[src/sv/bth_pkg.sv]
`timescale 1ns / 1ps
// ----------------------------------------------------------------------------
// Bucketed tag hash table package
// Shared widths, codes and controller/datapath command and status types.
// ----------------------------------------------------------------------------
package bth_pkg;

   localparam int SLOTS_PER_BUCKET_DEF = 16;
   localparam int BUCKET_COUNT_DEF     = 16;
   localparam int SLOT_IDX_W           = 4;

   localparam int KIND_W  = 3;
   localparam int HASH_W  = 32;
   localparam int WORD_W  = 64;
   localparam int STAT_W  = 3;
   localparam int COUNT_W = 9;
   localparam int TAG_W   = 8;

   localparam logic [COUNT_W-1:0] LOAD_LIMIT_RESET = 9'd179;

   localparam logic [TAG_W-1:0] TAG_EMPTY = 8'd0;
   localparam logic [TAG_W-1:0] TAG_TOMB  = 8'd1;

   localparam logic [KIND_W-1:0] KIND_GET    = 3'd0;
   localparam logic [KIND_W-1:0] KIND_SET    = 3'd1;
   localparam logic [KIND_W-1:0] KIND_INSERT = 3'd2;
   localparam logic [KIND_W-1:0] KIND_REMOVE = 3'd3;
   localparam logic [KIND_W-1:0] KIND_CLEAR  = 3'd4;

   localparam logic [STAT_W-1:0] ST_OK        = 3'd0;
   localparam logic [STAT_W-1:0] ST_EXISTS    = 3'd1;
   localparam logic [STAT_W-1:0] ST_NOT_FOUND = 3'd2;
   localparam logic [STAT_W-1:0] ST_FULL      = 3'd3;
   localparam logic [STAT_W-1:0] ST_INVALID   = 3'd4;

   typedef struct packed {
      logic load;        // capture request, start hash reduction
      logic map_bucket;  // set start bucket from hash remainder
      logic read;        // issue bucket read
      logic next_bucket; // advance probe bucket with wrap
      logic write_value; // write value at hit slot
      logic write_new;   // write tag/key/value at free slot
      logic write_tomb;  // tombstone hit slot
      logic clear_start; // begin tag clearing sweep
      logic clear_step;  // clear one bucket
   } bth_cmd_type;

   typedef struct packed {
      logic hit;        // key match in current bucket
      logic has_empty;  // current bucket has an empty slot
      logic clear_last; // sweep at last bucket
   } bth_stat_type;

   function automatic logic [TAG_W-1:0] tag_of(input logic [HASH_W-1:0] h);
      logic [TAG_W-1:0] t;
      t = h[TAG_W-1:0];
      if (t < 8'd2) begin
         t = 8'd2;
      end
      return t;
   endfunction

endpackage

[src/sv/bth_ctrl.sv]
`timescale 1ns / 1ps
// ----------------------------------------------------------------------------
// Bucketed tag hash table controller
// Probe sequencer, entry count, response register.
// ----------------------------------------------------------------------------
module bth_ctrl #(
   parameter int BUCKET_COUNT = bth_pkg::BUCKET_COUNT_DEF,
   parameter int BKT_W        = (BUCKET_COUNT > 1) ? $clog2(BUCKET_COUNT) : 1
) (
   input  logic                         clock,
   input  logic                         reset,
   input  logic                         req_valid,
   output logic                         req_ready,
   input  logic [bth_pkg::KIND_W-1:0]   req_kind,
   input  logic [bth_pkg::WORD_W-1:0]   req_value_word,
   output logic                         rsp_valid,
   input  logic                         rsp_ready,
   output logic [bth_pkg::STAT_W-1:0]   rsp_status,
   output logic                         rsp_found,
   output logic [bth_pkg::WORD_W-1:0]   rsp_read_value,
   output logic [bth_pkg::COUNT_W-1:0]  rsp_live_count,
   input  logic [bth_pkg::COUNT_W-1:0]  load_limit,
   output bth_pkg::bth_cmd_type         cmd,
   input  bth_pkg::bth_stat_type        stat,
   input  logic [bth_pkg::WORD_W-1:0]   hit_value
);
   import bth_pkg::*;

   localparam logic [2:0] S_IDLE  = 3'd0;
   localparam logic [2:0] S_READ  = 3'd1;
   localparam logic [2:0] S_EVAL  = 3'd2;
   localparam logic [2:0] S_CLEAR = 3'd3;
   localparam logic [2:0] S_RESP  = 3'd4;
   localparam logic [2:0] S_MAP   = 3'd5;

   logic [2:0]         state_ff, state_in;
   logic [KIND_W-1:0]  kind_ff;
   logic [BKT_W:0]     probes_ff, probes_in;
   logic [COUNT_W-1:0] count_ff, count_in;
   logic               rsp_valid_ff, rsp_valid_in;
   logic [STAT_W-1:0]  status_ff, status_in;
   logic               found_ff, found_in;
   logic [WORD_W-1:0]  rdval_ff, rdval_in;
   logic               accept;
   logic               valid_kind;

   assign req_ready = (state_ff == S_IDLE) && !rsp_valid_ff;
   assign accept    = req_valid && req_ready;

   always_comb begin
      state_in     = state_ff;
      probes_in    = probes_ff;
      count_in     = count_ff;
      rsp_valid_in = rsp_valid_ff && !rsp_ready;
      status_in    = status_ff;
      found_in     = found_ff;
      rdval_in     = rdval_ff;
      cmd          = '0;
      valid_kind   = 1'b0;
      case (state_ff)
         S_IDLE: begin
            if (accept) begin
               cmd.load  = 1'b1;
               probes_in = '0;
               found_in  = 1'b0;
               rdval_in  = '0;
               status_in = ST_OK;
               case (req_kind)
                  KIND_GET, KIND_REMOVE: valid_kind = 1'b1;
                  KIND_SET, KIND_INSERT: valid_kind = (req_value_word != '0);
                  default:               valid_kind = 1'b0;
               endcase
               if (req_kind == KIND_CLEAR) begin
                  cmd.clear_start = 1'b1;
                  count_in        = '0;
                  state_in        = S_CLEAR;
               end else if (valid_kind) begin
                  state_in = S_MAP;
               end else begin
                  status_in = ST_INVALID;
                  state_in  = S_RESP;
               end
            end
         end
         S_MAP: begin
            cmd.map_bucket = 1'b1;
            state_in       = S_READ;
         end
         S_READ: begin
            cmd.read = 1'b1;
            state_in = S_EVAL;
         end
         S_EVAL: begin
            state_in = S_RESP;
            if (stat.hit) begin
               case (kind_ff)
                  KIND_GET: begin
                     found_in = 1'b1;
                     rdval_in = hit_value;
                  end
                  KIND_SET:    cmd.write_value = 1'b1;
                  KIND_INSERT: status_in = ST_EXISTS;
                  default: begin
                     cmd.write_tomb = 1'b1;
                     if (count_ff != '0) begin
                        count_in = count_ff - 1'b1;
                     end
                  end
               endcase
            end else if (stat.has_empty ||
                         int'(probes_ff) == BUCKET_COUNT - 1) begin
               if (kind_ff == KIND_SET || kind_ff == KIND_INSERT) begin
                  if (count_ff >= load_limit || !stat.has_empty) begin
                     status_in = ST_FULL;
                  end else begin
                     cmd.write_new = 1'b1;
                     count_in      = count_ff + 1'b1;
                  end
               end else begin
                  status_in = ST_NOT_FOUND;
               end
            end else begin
               cmd.next_bucket = 1'b1;
               probes_in       = probes_ff + 1'b1;
               state_in        = S_READ;
            end
         end
         S_CLEAR: begin
            cmd.clear_step = 1'b1;
            if (stat.clear_last) begin
               state_in = S_RESP;
            end
         end
         S_RESP: begin
            rsp_valid_in = 1'b1;
            state_in     = S_IDLE;
         end
         default: state_in = S_IDLE;
      endcase
   end

   always_ff @(posedge clock) begin
      if (reset) begin
         state_ff     <= S_IDLE;
         count_ff     <= '0;
         rsp_valid_ff <= 1'b0;
      end else begin
         state_ff     <= state_in;
         count_ff     <= count_in;
         rsp_valid_ff <= rsp_valid_in;
      end
   end

   always_ff @(posedge clock) begin
      if (accept) begin
         kind_ff <= req_kind;
      end
      probes_ff <= probes_in;
      status_ff <= status_in;
      found_ff  <= found_in;
      rdval_ff  <= rdval_in;
   end

   assign rsp_valid      = rsp_valid_ff;
   assign rsp_status     = status_ff;
   assign rsp_found      = found_ff;
   assign rsp_read_value = rdval_ff;
   assign rsp_live_count = count_ff;

endmodule

[config.mk]
export PLATFORM = sky130hd
export DESIGN_NAME = bth_ctrl
export DESIGN_NICKNAME = d
export VERILOG_FILES = /design/src/sv/bth_pkg.sv /design/src/sv/bth_ctrl.sv
export SDC_FILE = /design/constraint.sdc
export NUM_CORES = 1
export LEC_CHECK = 0
export ABC_CLOCK_PERIOD_IN_PS = 7850
export BUFFER_PORTS_ARGS = -buffer_cell sky130_fd_sc_hd__buf_4
export CORE_ASPECT_RATIO = 1.25
export CORE_MARGIN = 4
export CORE_UTILIZATION = 40
export CTS_CLUSTER_DIAMETER = 60
export DETAILED_ROUTE_END_ITERATION = 12
export MAX_ROUTING_LAYER = met4
export PLACE_DENSITY = 0.75
export SLEW_MARGIN = 0
export SYNTH_ARGS = -nofsm -noshare
export SYNTH_HDL_FRONTEND = slang
export SYNTH_SLANG_ARGS = --single-unit
[constraint.sdc]
create_clock -name clock -period 7.85 [get_ports clock]
set_clock_uncertainty 0.05 [all_clocks]
set_input_delay 1.1775 -clock clock [delete_from_list [all_inputs] [get_ports clock]]
set_output_delay 1.1775 -clock clock [all_outputs]
set_load 0.03 [all_outputs]
==> reports/qor.yml <==
cts.path.max_buffers: 2
min-delay-start: "rsp_valid"
hold_path_depth: 2
cts_tree: "done"
numCtsBuffers: 9
post-route-min-period_ns: 4.02
async_flop_share_pct: 0
post-place-ws_ns: 3.83
cts_setup_buffers: 0
crit_path_end_kind: "output pin"
holdPathEnd: "rsp_valid"
grt_max_degree: 79
worstMarginPinSlew_ns: 0.777
layout_commonest_cell: "buf_4"
hold_path_class: "reg2reg"
synth_xor_area_share_pct: 1.86
startpoint_type: "primary input"
grtUsageTotal_pct: 20.9
yosys.area_share.simple_pct: 21.8
setup_slack_ns: 3.83
layout_common_cells: "buf_4, edfxtp_1, and2_1, nor2_1, inv_1"
insertion_delay_ns: 0.33
path_class: "in2out"
dp_hpwl_um: 10100
placementRows: 41
routedWlPerCell_um: 17.4
ff2ff_path_depth: 6
dieHeight_um: 123
worstPathCellList: "buf_4, inv_1, ha_1, and3_1, a22oi_1, nand3b_1, nor2_1, and3_1, buf_4"
period_share_pct: 51.2
synth_seq_area_share_pct: 59.8
synth_cell_types: 48
synth_compound_area_share_pct: 7.77
grt-ovfl-total: 0
finalSetupTns_ns: 0
r2r_slack_ns: 5.13
via_per_inst: 5.18
hold_ws_ns: 0.511
grt_setup_unrepaired: "no"
powerDensity_nw_per_um2: 254
p_clk_share_pct: 27.7
ys_ff_latch: 89
cp_slowest_stage_delay_ns: 0.25
hold_viol_final: 0
drtPass1Iterations: 4
p_sw_w: 0.000536
antenna_cells: 0
initial_utilization_pct: 41.4
vdd_ir_drop_max_mv: 0.114
internal_power_w: 0.00111
fmax_mhz: 249
maxSlewHeadroom_pct: 48.2
netlist_instances: 359
dieWidth_um: 100
synth_top_family_by_area: "simple AND/OR/NAND/NOR gates"
num-fill-cells: 842
htreeDepth: 3
syn_to_final_growth_pct: 52.3
num_io_pins: 235
path_max_fanout: 3
placed_cell_area_um2: 6150
maxCapViolations: 0
yosysWarnings: 0
crit_arrival_ns: 2.79
syn_nets: 525
p_seq_share_pct: 41.2
cts-root-buf: "clkbuf_16"
cts_hold_buffers: 0
cts_sinks: 89
switching_share_pct: 32.7
crit-reg2reg-launch: "state_ff[2]"
grt_pass1_vias: 3810
p_leak_nw: 2.94
setup_viol_count_final: 0
dieArea_um2: 12300
grt_antenna_before_repair: 0
muxShareOfSynthArea_pct: 0
drc: 0
crit_path_top_delay_cell: "and3_1"
status: "complete, no violations"
ctsResizeCount: 0
vias: 3779
synth-edff-count: 76
antenna_left: 0
routabilityCongestion: 0.921
drv_slew: 0
worstPathRequired_ns: 6.62
grt_pass1_wl_um: 19000
nNetsFinal: 761
core_area_um2: 10300
final_area_um2: 6470
drtIter0Drc: 176
reg2reg_to: "rsp_read_value[63]"
finalWirelength_um: 12700
drive_above_1_share_pct: 43.2
synthAdderAreaFrac_pct: 5.77
synth_area_um2: 4250
postSynthAreaPerCell_um2: 11.8
power.share.combinational_pct: 31.1
clkSlewWorstSetupHoldPaths_ns: 0.06
yosys_most_used_dff: "edfxtp_1"
port_buffers: 234
-- power by group through the flow --
stage                     clock network (W)  registers (W)  logic, W
after floorplan                           0       0.000846  0.000133
after global placement                    0       0.000682  0.000511
after detailed placement                  0       0.000688  0.000516
after CTS                          0.000467       0.000679  0.000518
after global routing               0.000486       0.000686  0.000544
final                              0.000455       0.000677  0.000510
-- cell type report --
class                      instances  area, µm²  area share (%)
tap                              129        161            2.49
inverter                          21       81.3            1.26
clock inverter                     6       90.1            1.39
sequential                        89       2540            39.3
timing repair buffer             235       1760            27.3
clock buffer                      10        229            3.54
multi-input combinational        239       1600            24.8
-- metrics by stage --
stage	util [%]	total power, W	std cells
global route	63.1	0.00172	729
global placement	60.0	0.00119	713
CTS	63.1	0.00166	729
finish	63.1	0.00164	729
floorplan	-	0.000979	359
detailed placement	60.0	0.00120	713
-- cell usage after synthesis (3+ instances only) --
cell type  count  area [µm²]
ha_1          18         225
a21o_1         3        22.5
xnor2_1        5        43.8
clkbuf_1       7        26.3
nor3_1         6        30.0
o21ai_0       13        65.1
a21oi_1       16        80.1
inv_1         20        75.1
nor4_1        18         113
o21bai_1       3        22.5
dfxtp_1       13         260
o21ai_1        4        20.0
a31oi_1        3        18.8
xor2_1         4        35.0
edfxtp_1      76        2280
and2_1        65         407
nor2_1        21        78.8
and3_1         3        18.8
nand2_1        6        22.5
o211ai_1       3        22.5
nand3_1        9        45.0
nand4_1       10        62.6
-- registers in the layout, summed over array words and instances, names as in the netlist --
signal / count
kind_ff: 3
probes_ff: 5
rsp_found: 1
rsp_live_count: 9
rsp_read_value: 64
rsp_status: 3
rsp_valid: 1
state_ff: 3
-- critical path, delay by kind of cell --
kind	cells	cell delay, ns
compound gates	1	0.18
buf+inv	3	0.38
simple gates	4	0.82
fa+ha+maj	1	0.24
-- how the worst max path moves through the flow --
| stage | start | cells past startpoint | to |
|---|---|---|---|
| after CTS | load_limit[2] | 9 | cmd[3] |
| after global placement | load_limit[8] | 9 | cmd[3] |
| after detailed placement | load_limit[2] | 9 | cmd[3] |
| final | load_limit[8] | 9 | cmd[3] |
| after global routing | load_limit[2] | 9 | cmd[3] |
| after floorplan | stat[2] | 2 | rsp_found |
-- cell families (layout without fill, tap and decap cells) --
| kind of cell | count (synthesis) | count (layout) |
|---|---|---|
| adders and majority gates | 19 | 19 |
| buffers and inverters | 31 | 272 |
| xor gates and xnor gates | 9 | 9 |
| AOI/OAI and AO/OA | 54 | 54 |
| DFF | 89 | 89 |
| and+or+nand+nor | 157 | 157 |
-- routing by layer --
metal	up-vias	GRT usage, %	share of wire [%]
li1	1789	-	-
met4	0	7.67	1.8
met1	1732	22.9	37
met2	241	37.1	51
met3	17	4.63	10
met5	-	-	0
Power figures use the tool's default switching activity.
